**src/fmmd_pkg.sv**
```systemverilog
// shared types, constants and the restoring divide step for the mantissa multiply/divide unit
package fmmd_pkg;

   localparam int MANT_WIDTH_DEF = 53;
   localparam int MANT_BITS      = 53;
   localparam int REM_BITS       = 64;
   localparam int EXP_BITS       = 13;
   localparam int HALF_LO        = 27;
   localparam int HALF_HI        = MANT_BITS - HALF_LO;
   localparam int PP_BITS        = 2 * HALF_LO;
   localparam int PROD_BITS      = 2 * MANT_BITS;
   localparam int ACC_BITS       = MANT_BITS + 1;

   localparam logic signed [EXP_BITS-1:0] EXP_BIAS = 13'sd1023;

   localparam logic CMD_MUL = 1'b0;
   localparam logic CMD_DIV = 1'b1;

   localparam logic [1:0] ST_NORMAL  = 2'd0;
   localparam logic [1:0] ST_ZERO    = 2'd1;
   localparam logic [1:0] ST_DIVZERO = 2'd2;

   typedef struct packed {
      logic                       cmd;
      logic [1:0]                 stat;
      logic                       sign;
      logic signed [EXP_BITS-1:0] exp;
      logic [REM_BITS-1:0]        rem;
      logic [MANT_BITS-1:0]       q;
      logic [MANT_BITS-1:0]       dvs;
   } fmmd_item_type;

   // one restoring step: compare, subtract, shift the 64-bit remainder
   function automatic fmmd_item_type div_step(input fmmd_item_type it);
      fmmd_item_type       res;
      logic                ge;
      logic [REM_BITS-1:0] dvs_ext;
      logic [REM_BITS-1:0] diff;
      dvs_ext = {{(REM_BITS-MANT_BITS){1'b0}}, it.dvs};
      ge      = it.rem >= dvs_ext;
      diff    = ge ? it.rem - dvs_ext : it.rem;
      res     = it;
      res.q   = {it.q[MANT_BITS-2:0], ge};
      res.rem = {diff[REM_BITS-2:0], 1'b0};
      return res;
   endfunction

endpackage

```
**src/fmmd_stage.sv**
```systemverilog
// one pipeline stage of the divider: a single restoring step per divide request, multiply requests pass unchanged
module fmmd_stage (
   input  logic                   clock,
   input  logic                   reset,
   input  logic                   in_valid,
   input  fmmd_pkg::fmmd_item_type in_item,
   output logic                   in_ready,
   output logic                   out_valid,
   output fmmd_pkg::fmmd_item_type out_item,
   input  logic                   out_ready
);
   import fmmd_pkg::*;

   logic          valid_ff, valid_in;
   fmmd_item_type item_ff, item_in;

   assign in_ready = !valid_ff || out_ready;
   assign valid_in = in_ready ? in_valid : valid_ff;

   always_comb begin
      item_in = item_ff;
      if (in_ready && in_valid) begin
         item_in = (in_item.cmd == CMD_DIV) ? div_step(in_item) : in_item;
      end
   end

   always_ff @(posedge clock) begin
      if (reset) begin
         valid_ff <= 1'b0;
      end else begin
         valid_ff <= valid_in;
      end
      item_ff <= item_in;
   end

   assign out_valid = valid_ff;
   assign out_item  = item_ff;

endmodule

```
**config.mk**
```make
export PLATFORM = sky130hd
export DESIGN_NAME = fmmd_stage
export DESIGN_NICKNAME = d
export VERILOG_FILES = /design/src/fmmd_pkg.sv /design/src/fmmd_stage.sv
export SDC_FILE = /design/constraint.sdc
export NUM_CORES = 1
export LEC_CHECK = 0
export BUFFER_PORTS_ARGS = -buffer_cell sky130_fd_sc_hd__buf_2
export CORE_ASPECT_RATIO = 2
export CORE_UTILIZATION = 40
export CTS_CLUSTER_DIAMETER = 40
export CTS_CLUSTER_SIZE = 40
export DETAILED_ROUTE_END_ITERATION = 10
export GPL_ROUTABILITY_DRIVEN = 0
export PLACE_DENSITY = 0.77
export SLEW_MARGIN = 20
export SYNTH_ARGS = -nofsm -noshare
export SYNTH_HDL_FRONTEND = slang
export SYNTH_SLANG_ARGS = --single-unit
```
**constraint.sdc**
```tcl
create_clock -name clock -period 15.2 [get_ports clock]
set_input_delay 3.04 -clock clock [delete_from_list [all_inputs] [get_ports clock]]
set_output_delay 3.04 -clock clock [all_outputs]
set_load 0.05 [all_outputs]
```
==> flow_summary.ini, run 1 <==
[outcome]
run_status = finished, final reports clean

[synthesis]
post_synth_inst_count = 1121
synth_enable_flop_cells = 187
yosysWarnings = 0
synth_top_area_cell = edfxtp_1
synth_flop_cell = edfxtp_1
yosys_register_bits = 188
synth_area_leaders = edfxtp_1, ha_1, mux2_2
syn_nets = 1366
async_reset_ff_share_pct = 0
synth.avg_cell_area_um2 = 10.1
syn-cell-area_um2 = 11300
seq_area_frac_synth_pct = 49.8
synth_top_area_share_pct = 49.6
ys_types = 66

[grt]
grt_pass1_vias = 10200
grt_max_degree = 104
grt_pass1_wl_um = 55100
grt_usage_pct = 25.4
antenna_found_initial = 5
overflow = 0

[floorplanning]
std_cell_rows = 86
coreArea_um2 = 27700
die_area_um2 = 29000
die_w_um = 121
start_util_pct = 40.9
die_h_um = 240
pin_count = 380

[setup_path]
reg2reg_to = out_item[14]$_DFFE_PP_
crit_cells = 12
crit_buf_inv = 3
path_cells = buf_2, inv_1, ha_1, nand3_1, nor4_1, nand4_1, o21ai_0, a211o_1, or2_2, buf_4, nand2_1, o21a_1
cp_slowest_cell = nor4_1
crit_fanout = 29
path_class = primary input to flip-flop
r2r_slack_ns = 12.08
cp_top_family = simple AND/OR/NAND/NOR gates
reg2reg_depth = 4
cpPeakStageDelay_ns = 0.78
arrival_ns = 6.91
cp-start-kind = primary input
cp-end-kind = flip-flop
crit_path_start = in_item[31]
crit_end = out_item[155]$_DFFE_PP_
worstReg2RegStart = out_valid$_SDFFE_PP0N_
required_ns = 15.40

[sta]
worstMarginPinSlew_ns = 1.06
finalSetupViolations = 0
fin_tns_setup_ns = 0
whs_ns = 0.530
max-slew-margin-rel_pct = 29.3
finalMaxSlewViolations = 0
hold_viol = 0
fin_crit_ns = 6.70
worst_slack_ns = 8.50
fin_crit_sh_pct = 44.1
clock_skew_ns = 0.00898
rsz0062_at_grt = no
max_freq_ghz = 0.149

[detailed_routing]
drtPass1Iterations = 6
wl_um = 37200
drtIter0Drc = 819
drc = 0
dr_total_vias = 10300
wl_per_cell_um = 20.4
viasPerCell = 5.62
postRouteAntennaNets = 0

[placement]
dpl.hpwl_um = 28600
dp_cells = 1789
dp_slack_ns = 8.15
io_buffers = 379

[cells_and_area]
final_common_cell = buf_2
layout-drive-gt1-share_pct = 33.6
final_cell_mix = buf_2, edfxtp_1, nand2_1
area_growth_pct = 24.0
final_cells = 1824
num-nets-final = 1701

[pwr]
total_power_uw = 1530
pwr_density_cell_nw_per_um2 = 109
p_leak_uw = 0.00604
ir_drop_mv = 0.0715

[clock_network]
clk_latency_ns = 0.45
hold_buffers = 0
cts_setup_buffers = 0
h-tree-depth = 4
clk_pin_slew_ns = 0.07
cts_max_path_buffers = 2
cts_root_buf = clkbuf_16
numCtsBuffers = 17
cts-resized-gates = 0
cts.sinks = 188
cts_tree = done

[hold_path]
hold_path.class = flip-flop to flip-flop

[flow_run]
max-cap-violations = 0
[cell type report]
cell class	instances	area (um2)
Antenna cell	3	7.51
Clock buffer	17	425
Clock inverter	15	174
Fill cell	2552	13600
Inverter	68	255
Multi-Input combinational cell	797	5160
Sequential cell	188	5640
Tap cell	352	440
Timing Repair Buffer	384	1940
[routing by layer]
layer,GRT usage [%],up-vias,share of wire (%)
met5,0,-,0.070
met4,18.0,4,6.6
met3,4.34,150,5.8
met2,47.2,526,54
met1,24.9,4801,34
li1,-,4771,-
[state kept, by name, indices dropped and copies added, names as in the netlist]
name,cells
out_item,187
out_valid,1
[worst min-delay path by stage]
stage	endpoint	from	depth (start not counted)	slack, ns
6_report	out_valid$_SDFFE_PP0N_	out_valid$_SDFFE_PP0N_	2	0.53
5_1_grt	out_valid$_SDFFE_PP0N_	out_valid$_SDFFE_PP0N_	2	0.55
4_1_cts	out_valid$_SDFFE_PP0N_	out_valid$_SDFFE_PP0N_	2	0.53
3_5_place_dp	out_valid$_SDFFE_PP0N_	out_valid$_SDFFE_PP0N_	2	0.52
3_3_place_gp	out_valid$_SDFFE_PP0N_	out_valid$_SDFFE_PP0N_	2	0.50
2_1_floorplan	out_valid$_SDFFE_PP0N_	out_valid$_SDFFE_PP0N_	2	1.11
[report_power, final]
group          internal [uW]  total [uW]  switching [uW]  leakage, uW
combinational            131         446             315      0.00393
sequential               619         629            9.46      0.00181
clock                    235         454             219     0.000295
[kinds of logic (layout without fill, tap and decap cells)]
logic type | count (synthesis) | count (layout) | synth area share [%]
and+or+nand+nor | 366 | 366 | 14.7
AOI/OAI and AO/OA | 270 | 270 | 15.2
DFF | 188 | 188 | 49.8
buffers and inverters | 136 | 484 | 4.75
muxes | 56 | 56 | 5.56
adders and majority gates | 54 | 54 | 6.03
xor gates and xnor gates | 51 | 51 | 3.95
other | 0 | 3 | 0
[metrics by stage]
step	util, %	cell area [um2]
3_5_place_dp	48.6	13400
3_3_place_gp	48.6	13400
6_report	50.8	14000
4_1_cts	50.7	14000
5_1_grt	50.8	14000
2_1_floorplan	-	11300
[synth_stat cells, types with 27 or more instances]
| master | n |
|---|---|
| inv_1 | 68 |
| a31oi_1 | 53 |
| xnor2_1 | 27 |
| mux2_2 | 55 |
| clkbuf_1 | 48 |
| nand2_1 | 137 |
| o21ai_0 | 41 |
| a21o_1 | 30 |
| edfxtp_1 | 187 |
| a21oi_1 | 77 |
| ha_1 | 53 |
| nor2_1 | 113 |
[worst register-to-register path: cells and delay by family, from the launching register on]
| kind | cells | cell delay [ns] |
|---|---|---|
| AND/OR/NAND/NOR | 2 | 0.61 |
| flip-flops | 1 | 0.31 |
| buffers and inverters | 2 | 1.76 |
(Power assumes the default switching activity.)
==> run 2, diff against run 1 <==
--- a/config.mk
+++ b/config.mk
@@ -5,6 +5,7 @@
 export SDC_FILE = /design/constraint.sdc
 export NUM_CORES = 1
 export LEC_CHECK = 0
+export ABC_AREA = 1
 export BUFFER_PORTS_ARGS = -buffer_cell sky130_fd_sc_hd__buf_2
 export CORE_ASPECT_RATIO = 2
 export CORE_UTILIZATION = 40
==> constraint.sdc (replaced) <==
create_clock -name clock -period 6.1 [get_ports clock]
set_input_delay 1.22 -clock clock [delete_from_list [all_inputs] [get_ports clock]]
set_output_delay 1.22 -clock clock [all_outputs]
set_load 0.05 [all_outputs]
==> run 2 against run 1 <==
Compared with the run above: clock power rose to 2.6 times the previous value; setup slack got worse by 6.6 ns; synthesized area rose by 22%; sequential share of layout area fell by 6.4 points; global-route usage rose by 6.2 points; critical path depth rose by 3; register-to-register slack got worse by 7.8 ns; total power rose to 2.7 times the previous value; sequential cell count did not move; non-clock buffer count fell by 1; first-iteration DRC count rose by 42%; final area rose by 19%; largest cell class is now multi-input gates; largest power group unchanged; highest routed layer is now met4.
==> flow_summary.ini, run 2 <==
[clock_network]
cts.sinks = 188
clk_pin_slew_ns = 0.08
cts_setup_buffers = 0
cts-resized-gates = 0
h-tree-depth = 4
cts_root_buf = clkbuf_16
cts_max_path_buffers = 2
hold_buffers = 0
clk_latency_ns = 0.47
numCtsBuffers = 17
cts_tree = done

[cells_and_area]
final_area_um2 = 16700
layout-drive-gt1-share_pct = 18.8
largest_reg_flops = 187
fillerInstances = 3373
final_cell_mix = nand2_1, inv_1, buf_2
num-nets-final = 2621
area_growth_pct = 21.3
final_cells = 2828
multi_input_area_um2 = 6340
final_common_cell = nand2_1
regArea_um2 = 5640

[synthesis]
seq_area_frac_synth_pct = 41.0
async_reset_ff_share_pct = 0
synth.avg_cell_area_um2 = 6.82
synth_top_area_share_pct = 40.8
yosysWarnings = 0
synth_enable_flop_cells = 187
synth_most_common_cell = nand2_1
yosys_register_bits = 188
synth_common_cells = nand2_1, inv_1, edfxtp_1
synth_flop_cell = edfxtp_1
synth_area_leaders = edfxtp_1, nand2_1, inv_1
ys_types = 38
post_synth_inst_count = 2016
synth_top_area_cell = edfxtp_1
syn_nets = 2261
syn-cell-area_um2 = 13800

[pwr]
p_leak_uw = 0.00922
pwr_density_cell_nw_per_um2 = 244
ir_drop_mv = 0.196

[sta]
fin_crit_ns = 4.22
fin_tns_setup_ns = 0
finalSetupViolations = 0
finalMaxSlewViolations = 0
hold_viol = 0
max-slew-margin-rel_pct = 29.3
worstMarginPinSlew_ns = 1.06
max_freq_ghz = 0.237
fin_crit_sh_pct = 69.2
clock_skew_ns = 0.0129
rsz0062_at_grt = no

[detailed_routing]
drtIter0Drc = 1164
drc = 0
viasPerCell = 5.14
wl_per_cell_um = 19.5
dr_total_vias = 14500
postRouteAntennaNets = 0
drtPass1Iterations = 6
wl_um = 55300

[setup_path]
r2r_slack_ns = 4.32
cp_slowest_cell = nand2_4
crit_fanout = 53
cp_common_cell = nand2_1
arrival_ns = 4.55
cp-start-kind = primary input
cpPeakStageDelay_ns = 0.65
path_class = primary input to flip-flop
cp-end-kind = flip-flop
path_cells = buf_2, inv_1, ha_1, nand2_1, inv_1, nand2_1, nor2_2, nand2_1, nor2_2, nand2_4, nand2_4, nand2_4, nand2_1, nand2_1, nand2_1
required_ns = 6.43
worstReg2RegStart = out_valid$_SDFFE_PP0N_
reg2reg_to = out_item[129]$_DFFE_PP_
reg2reg_depth = 2

[outcome]
run_status = finished, final reports clean

[grt]
antenna_found_initial = 3
grt_pass1_vias = 14200
grt_pass1_wl_um = 80700
overflow = 0
grt_max_degree = 188
grt_usage_pct = 31.5

[hold_path]
hold_start = out_valid$_SDFFE_PP0N_
holdPathEnd = out_valid$_SDFFE_PP0N_
hold_path.class = flip-flop to flip-flop
min_path_cells = 2

[flow_run]
max-cap-violations = 0

[floorplanning]
coreArea_um2 = 33800
die_h_um = 264
pin_count = 380
die_area_um2 = 35200
die_w_um = 133
start_util_pct = 40.8
std_cell_rows = 95

[placement]
dpl.hpwl_um = 41800
io_buffers = 379
placed_cell_area_um2 = 16000
dp_cells = 2793
## run 2: through the flow
| step | util (%) | setup slack (ns) | power [uW] | hold WS [ns] |
|---|---|---|---|---|
| after floorplan | - | 1.24 | 2470 | 1.11 |
| after global placement | 47.5 | 1.62 | 2840 | 0.506 |
| after detailed placement | 47.5 | 1.52 | 2860 | 0.525 |
| after CTS | 49.4 | 2.01 | 4050 | 0.536 |
| after global routing | 49.4 | 1.73 | 4230 | 0.573 |
| final | 49.4 | 1.88 | 4070 | 0.536 |
## run 2: how the worst max path moves through the flow
| stage | from | endpoint | slack, ns | depth (start not counted) |
|---|---|---|---|---|
| 6_report | in_item[42] | out_item[158]$_DFFE_PP_ | 1.88 | 15 |
| 4_1_cts | in_item[106] | out_item[158]$_DFFE_PP_ | 2.01 | 19 |
| 5_1_grt | in_item[42] | out_item[140]$_DFFE_PP_ | 1.73 | 15 |
| 3_3_place_gp | in_item[106] | out_item[158]$_DFFE_PP_ | 1.62 | 19 |
| 2_1_floorplan | out_ready | out_item[0]$_DFFE_PP_ | 1.24 | 2 |
| 3_5_place_dp | in_item[106] | out_item[158]$_DFFE_PP_ | 1.52 | 19 |
## run 2: worst max-delay path, delay by kind of cell
kind                       cells  cell delay (ns)
and+or+nand+nor               11             2.50
adders and majority gates      1             0.49
buffers and inverters          3             0.29
## run 2: cell type report
type / count / area share (%)
Inverter: 423 / 9.51
Clock buffer: 17 / 2.55
Tap cell: 436 / 3.27
Multi-Input combinational cell: 1363 / 38.0
Clock inverter: 15 / 1.24
Timing Repair Buffer: 383 / 11.6
Antenna cell: 3 / 0.0450
Sequential cell: 188 / 33.8
## run 2: per-layer routing
| metal | track usage [%] | vias to the layer above | wire length, um |
|---|---|---|---|
| met3 | 5.70 | 248 | 4230 |
| met2 | 57.6 | 843 | 28300 |
| li1 | - | 6928 | - |
| met1 | 30.3 | 6503 | 17800 |
| met4 | 26.2 | 0 | 4980 |
| met5 | 0 | - | 0 |
## run 2: kinds of logic after synthesis
group / after synthesis / share of synthesized area, %
simple gates: 1141 / 34.0
buf+inv: 465 / 13.1
flops: 188 / 41.0
compound gates: 143 / 5.38
fa+ha+maj: 54 / 4.97
xor+xnor: 25 / 1.59
## run 2: power breakdown
part,leakage (uW),internal [uW],switching [uW]
clock,0.000305,573,621
sequential,0.00183,1540,24.3
combinational,0.00709,329,980
total,0.00922,2450,1630
